`config.mk`:
```
export PLATFORM = sky130hd
export DESIGN_NAME = nau_sigdiv
export DESIGN_NICKNAME = d
export VERILOG_FILES = /design/src/hdl/neural_activation_unit_macros.svh /design/src/hdl/nau_pkg.sv /design/src/hdl/nau_sigdiv.sv
export SDC_FILE = /design/constraint.sdc
export NUM_CORES = 2
export LEC_CHECK = 0
export BUFFER_PORTS_ARGS = -buffer_cell sky130_fd_sc_hd__buf_2
export CAP_MARGIN = 20
export CORE_ASPECT_RATIO = 0.5
export CORE_UTILIZATION = 45
export CTS_BUF_LIST = sky130_fd_sc_hd__clkbuf_16
export DETAILED_ROUTE_END_ITERATION = 7
export PLACE_DENSITY = 0.71
export SYNTH_ARGS = -nofsm -noshare
export SYNTH_HDL_FRONTEND = slang
export SYNTH_SLANG_ARGS = --single-unit
```
`constraint.sdc`:
```
create_clock -name clk -period 43.2 [get_ports clk]
set_clock_uncertainty 0.2 [all_clocks]
set_input_delay 4.32 -clock clk [delete_from_list [all_inputs] [get_ports clk]]
set_output_delay 4.32 -clock clk [all_outputs]
set_load 0.005 [all_outputs]
```
`src/hdl/neural_activation_unit_macros.svh`:
```
// Assertion macros shared by the activation unit RTL.
`ifndef NEURAL_ACTIVATION_UNIT_MACROS_SVH
`define NEURAL_ACTIVATION_UNIT_MACROS_SVH
`ifndef SYNTHESIS
// Check that cons holds in the same cycle as ante.
`define NAU_ASSERT_NOW(lbl, ante, cons, msg) \
  lbl: assert property (@(posedge clk) disable iff (rst) (ante) |-> (cons)) else $error(msg);
// Check that cons holds in the cycle after ante.
`define NAU_ASSERT_NEXT(lbl, ante, cons, msg) \
  lbl: assert property (@(posedge clk) disable iff (rst) (ante) |=> (cons)) else $error(msg);
`else
`define NAU_ASSERT_NOW(lbl, ante, cons, msg)
`define NAU_ASSERT_NEXT(lbl, ante, cons, msg)
`endif
`endif

```
`src/hdl/nau_pkg.sv`:
```
// Shared types and constants of the activation unit.
`timescale 1ns / 1ps
`default_nettype none
package nau_pkg;
  localparam int DATA_WIDTH_DEF = 16;
  localparam int FRAC_BITS_DEF  = 12;
  localparam int CFG_INDEX_W    = 2;
  localparam int CFG_DATA_W     = 3;

  // Q32 constants of the exponential and the sigmoid
  localparam logic [32:0] ONE_Q32   = 33'h1_0000_0000;
  localparam logic [31:0] LN2_Q32   = 32'd2977044472;
  localparam logic [16:0] LN2_RECIP = 17'd94548;   // floor(2^48 / ln2_q32)
  localparam int EXP_TERMS  = 13;
  localparam int EXP_CUTOFF = 32;

  localparam int LEAKY_NUM   = 41;
  localparam int LEAKY_SHIFT = 12;
  localparam int LEAKY_HALF  = 2048;

  // sigmoid divider: 33 quotient bits, 3 per stage
  localparam int QUO_BITS   = 33;
  localparam int DIV_STEPS  = 3;
  localparam int DIV_STAGES = QUO_BITS / DIV_STEPS;

  typedef enum logic [2:0] {
    FN_SIGMOID = 3'd0,
    FN_TANH    = 3'd1,
    FN_RELU    = 3'd2,
    FN_LEAKY   = 3'd3,
    FN_LINEAR  = 3'd4,
    FN_SWISH   = 3'd5
  } func_t;

  typedef enum logic [CFG_INDEX_W-1:0] {
    REG_FUNC_SEL   = 2'd0,
    REG_DERIV_MODE = 2'd1
  } cfg_reg_t;

  typedef struct packed {
    logic       valid;
    logic [2:0] fsel;
    logic       der;
    logic       neg;
  } stage_ctl_t;
endpackage
`default_nettype wire

```
`src/hdl/nau_sigdiv.sv`:
```
// Pipelined restoring divider: sigmoid = floor(2^64 / (2^32 + e)).
`timescale 1ns / 1ps
`default_nettype none
module nau_sigdiv #(
  parameter int SIDE_W = 1
) (
  input  logic                clk,
  input  logic                rst,
  input  logic                en,
  input  nau_pkg::stage_ctl_t ctl_in,
  input  logic [SIDE_W-1:0]   side_in,
  input  logic [32:0]         exp_in,
  output nau_pkg::stage_ctl_t ctl_out,
  output logic [SIDE_W-1:0]   side_out,
  output logic [32:0]         sig_out
);
  import nau_pkg::*;

  logic [33:0]       dv_rem  [1:DIV_STAGES];
  logic [33:0]       dv_den  [1:DIV_STAGES];
  logic [32:0]       dv_quo  [1:DIV_STAGES];
  logic [SIDE_W-1:0] dv_side [1:DIV_STAGES];
  stage_ctl_t        dv_ctl  [1:DIV_STAGES];

  for (genvar s = 1; s <= DIV_STAGES; s++) begin : g_stage
    logic [33:0]       src_rem;
    logic [33:0]       src_den;
    logic [32:0]       src_quo;
    logic [SIDE_W-1:0] src_side;
    stage_ctl_t        src_ctl;
    logic [33:0]       nx_rem;
    logic [32:0]       nx_quo;

    if (s == 1) begin : g_first
      // partial remainder starts at the top of the 2^64 dividend
      assign src_rem  = 34'(ONE_Q32);
      assign src_den  = 34'(ONE_Q32) + 34'(exp_in);
      assign src_quo  = '0;
      assign src_side = side_in;
      assign src_ctl  = ctl_in;
    end else begin : g_rest
      assign src_rem  = dv_rem[s-1];
      assign src_den  = dv_den[s-1];
      assign src_quo  = dv_quo[s-1];
      assign src_side = dv_side[s-1];
      assign src_ctl  = dv_ctl[s-1];
    end

    // retire three quotient bits
    always_comb begin
      nx_rem = src_rem;
      nx_quo = src_quo;
      for (int i = 0; i < DIV_STEPS; i++) begin
        if (nx_rem >= src_den) begin
          nx_rem = nx_rem - src_den;
          nx_quo = {nx_quo[31:0], 1'b1};
        end else begin
          nx_quo = {nx_quo[31:0], 1'b0};
        end
        nx_rem = nx_rem << 1;
      end
    end

    always_ff @(posedge clk) begin
      if (rst) begin
        dv_ctl[s].valid <= 1'b0;
      end else if (en) begin
        dv_ctl[s]  <= src_ctl;
        dv_rem[s]  <= nx_rem;
        dv_den[s]  <= src_den;
        dv_quo[s]  <= nx_quo;
        dv_side[s] <= src_side;
      end
    end
  end

  assign ctl_out  = dv_ctl[DIV_STAGES];
  assign side_out = dv_side[DIV_STAGES];
  assign sig_out  = dv_quo[DIV_STAGES];
endmodule
`default_nettype wire

```
# Word level (Yosys, flattened, before mapping)

Memories as Yosys holds them, arrays and structs flattened.
Cells that the tools add are included.

Multiplexer cells: 82
Bitwise operators: 11
Multiply operators: 0
Eq/ne operators: 0
$lt $le $gt $ge: 33
Add/subtract/negate cells: 34
Shift operators: 0
Reductions and logical operators: 0
Divide/modulo/power cells: 0

Operators with widths:

| cell                   | count |
|---|---|
| $mux 33                | 33 |
| $ge 34x34->1           | 32 |
| $sub 33x33->33         | 32 |
| $mux 1                 | 49 |
| $add 33x33->34 const A | 1 |
| $ge 33x34->1 const A   | 1 |
| $sub 33x33->33 const A | 1 |
| $or 1x1->1             | 11 |

Memories: 5
Bits of input ports: 43
ROM bits: 0
Logic and storage cells: 165
Register bits after elaboration: 0
Bits in latches: 0
Bits in writable memories: 1177

Memory list:

| name    | depth | width | read ports | clocked after memory_dff | write ports | line             | source |
|---|---|---|---|---|---|---|---|
| dv_den  | 11    | 34    | 10         | 0                        | 11          | nau_sigdiv.sv:20 | `logic [33:0] dv_den [1:DIV_STAGES];` |
| dv_quo  | 11    | 33    | 11         | 0                        | 11          | nau_sigdiv.sv:21 | `logic [32:0] dv_quo [1:DIV_STAGES];` |
| dv_rem  | 11    | 33    | 10         | 0                        | 11          | nau_sigdiv.sv:19 | `logic [33:0] dv_rem [1:DIV_STAGES];` |
| dv_ctl  | 11    | 6     | 11         | 0                        | 11          | nau_sigdiv.sv:23 | `stage_ctl_t dv_ctl [1:DIV_STAGES];` |
| dv_side | 11    | 1     | 11         | 0                        | 11          | nau_sigdiv.sv:22 | `logic [SIDE_W-1:0] dv_side [1:DIV_STAGES];` |

# Logic depth before layout (Yosys ltp)

Word-level depth: 7
Depth in mapped cells: 44
Mapped depth without buffers: 39

# Worst setup path before layout

OpenSTA, ideal clock, no wires.

Kind: input to register
From: input en
To: register, netlist name dv_ctl[0][11]
Required time: 42698 ps
Library setup time: 302 ps
Cell stages on the path: 3
Path buffers: 1
Path slack: 11378 ps
Arrival time: 31320 ps
Cells stage by stage: nor2b_1 clkbuf_1 and2_1

RTL lines:

| element            | line            | source |
|---|---|---|
| start: declaration | nau_sigdiv.sv:9 | `input logic en,` |

==> impl_metrics.env <==
export IMPL_status="finished clean"
export IMPL_postCtsSetupBuffers=0
export IMPL_synth_area_um2=90600
export IMPL_h_tree_depth=3
export IMPL_crit_type="input pin to register"
export IMPL_rsz0062_at_grt="false"
export IMPL_hp_class="register to register"
export IMPL_ios=83
export IMPL_die_w_um=637
export IMPL_yosys_register_bits=945
export IMPL_start_util_pct=45.3
export IMPL_gr_total_overflow=0
export IMPL_vias=72400
export IMPL_cp_slowest_stage_delay_ns=0.78
export IMPL_core_area_um2=200000
export IMPL_antennaDiodeCount=0
export IMPL_cp_endpoint="dv_rem[0][36]$_DFFE_PP_"
export IMPL_antenna_found_initial=2
export IMPL_crit_required_ns=43.46
export IMPL_arrival_ns=13.23
export IMPL_route_detailed_drc=0
export IMPL_period_minus_slack_ns=12.96
export IMPL_avgSynthCellArea_um2=9.22
export IMPL_synth_cells=9826
export IMPL_hpwlAfterDp_mm=183
export IMPL_cp_end_kind="register"
export IMPL_grt_pass1_vias=70900
export IMPL_ys_types=92
export IMPL_dominantRegCellSynth="edfxtp_1"
export IMPL_die_y_um=319
export IMPL_cts_repair_resized=0
export IMPL_startpoint_type="input pin"
export IMPL_hold_path_startpoint="dv_quo[0][310]$_DFFE_PP_"
export IMPL_grt_max_degree=159
export IMPL_vias_per_cell=5.77
export IMPL_setup_viol=0
export IMPL_clock_latency_ns=0.75
export IMPL_nNetsFinal=10900
export IMPL_worstMarginPinSlew_ns=1.11
export IMPL_r2r_cells=38
export IMPL_fmax_mhz=77.1
export IMPL_rr_startpoint="dv_den[0][238]$_DFFE_PP_"
export IMPL_r2r_end="dv_rem[0][268]$_DFFE_PP_"
export IMPL_async_flop_share_pct=0
export IMPL_rrSetupSlack_ns=30.31
export IMPL_rows=116
export IMPL_cts_buffer_depth=3
export IMPL_die_area_um2=203000
export IMPL_path_clk_slew_ns=0.06
export IMPL_maxSlewViolCount=0
export IMPL_cts_buffers_inserted=97
export IMPL_grt_util_all_layers_pct=21.7
export IMPL_grt_pass1_wl_mm=363
export IMPL_cts_tree="built"
export IMPL_critPathMaxFanout=45
export IMPL_yosysWarnings=0
export IMPL_layout_worst_path_cycle_share_pct=30.0
export IMPL_drv_cap=0
export IMPL_gp_congestion=0.969
export IMPL_layout_drive_gt1_share_pct=9.59
export IMPL_area_growth_pct=7.34
export IMPL_clkSinkCount=945
export IMPL_ctsHoldBuffers=0
export IMPL_hold_viol=0
export IMPL_synth_edff_count=945
export IMPL_crit_path_start="exp_in[20]"
export IMPL_seq_area_frac_synth_pct=31.3
export IMPL_routedWlPerCell_um=18.2
export IMPL_final_util_pct=48.6
export IMPL_layout_commonest_cell="ha_1"
export IMPL_port_buffers=82
export IMPL_root_buffer="clkbuf_16"
export IMPL_slew_headroom_pct=25.4
export IMPL_cp_common_cell="a21o_1"
export IMPL_layout_common_cells="1066 x ha_1, 1001 x a21oi_1, 945 x edfxtp_1, 661 x nor2_1, 651 x inv_1"
export IMPL_routed_wl_mm=228
export IMPL_cp_slowest_cell="nor4_1"
export IMPL_drt_iter0_markers=4157
export IMPL_dr_pass1_iters=6
export IMPL_finalSetupTns_ns=0
export IMPL_ant_nets=0
metrics by stage:
step | hold WS, ns | cells | setup WS, ns | area, µm²
after floorplan | 0.200 | 9840 | 11.38 | 90700
after global placement | 0.200 | 12400 | 29.32 | 93900
after detailed placement | 0.205 | 12400 | 29.51 | 93900
after CTS | 0.189 | 12600 | 30.27 | 97300
after global routing | 0.196 | 12600 | 29.44 | 97300
final | 0.188 | 12600 | 30.24 | 97300
routing by layer:
layer,global-route usage [%],vias to the layer above,share of wire [%]
met1,26.5,34100,44
met5,0,-,0
met4,10.8,0,5.3
met3,2.00,468,3.0
met2,38.4,1364,47
li1,-,36500,-
registers in the layout, indices dropped and copies added (netlist names):
register  cells
dv_den      340
dv_side      11
dv_quo      198
dv_rem      330
dv_ctl       66
logic make-up (layout without fill, tap and decap cells):
family / after synthesis / after routing / share of synthesized area, %
AO/OA/AOI/OAI: 3076 / 3076 / 21.5
XOR/XNOR: 890 / 890 / 8.60
adder cells (fa/ha/maj): 1076 / 1076 / 14.9
buffers and inverters: 899 / 965 / 3.92
flip-flops: 945 / 945 / 31.3
multiplexers: 580 / 580 / 7.17
other: 1 / 15 / 0.00414
AND/OR/NAND/NOR: 2359 / 2359 / 12.6
critical path: cells and delay by family:
family | cells | cell delay (ns)
AND/OR/NAND/NOR | 9 | 3.62
AO/OA/AOI/OAI | 17 | 3.47
buffers and inverters | 3 | 0.75
adder cells (fa/ha/maj) | 2 | 0.63
multiplexers | 1 | 0.35
synthesized netlist by cell type, types with 131 or more instances:
master	number	area (µm²)
nand2_1	611	2290
o21bai_1	147	1100
edfxtp_1	945	28400
clkbuf_1	182	683
nor3_1	131	656
xnor2_1	569	4980
inv_1	637	2390
xor2_1	321	2810
a21oi_1	1005	5030
a21o_1	557	4180
nand3_1	184	921
o21ai_0	585	2930
ha_1	1066	13300
nor2_1	662	2480
nand2b_1	139	870
mux2_2	528	5950
worst min path at each step:
stage / depth (start not counted) / slack (ns) / endpoint
2_1_floorplan: 0 / 0.20 / dv_ctl[0][12]$_DFFE_PP_
3_3_place_gp: 0 / 0.20 / dv_ctl[0][39]$_DFFE_PP_
3_5_place_dp: 0 / 0.20 / dv_quo[0][137]$_DFFE_PP_
4_1_cts: 0 / 0.19 / dv_quo[0][346]$_DFFE_PP_
5_1_grt: 0 / 0.20 / dv_quo[0][237]$_DFFE_PP_
6_report: 0 / 0.19 / dv_quo[0][346]$_DFFE_PP_
layout make-up:
type / instances / area (µm²)
clock buffers: 99 / 2480
flip-flops and latches: 945 / 28400
clock inverters: 81 / 865
multi-input cells: 7996 / 58900
fillers: 18700 / 103000
well taps: 2655 / 3320
repair buffers: 141 / 886
inverters: 644 / 2420
Power is left out: the tool's default activity adds up to more than one toggle a clock period on the data nets, which glitch-free logic cannot reach.
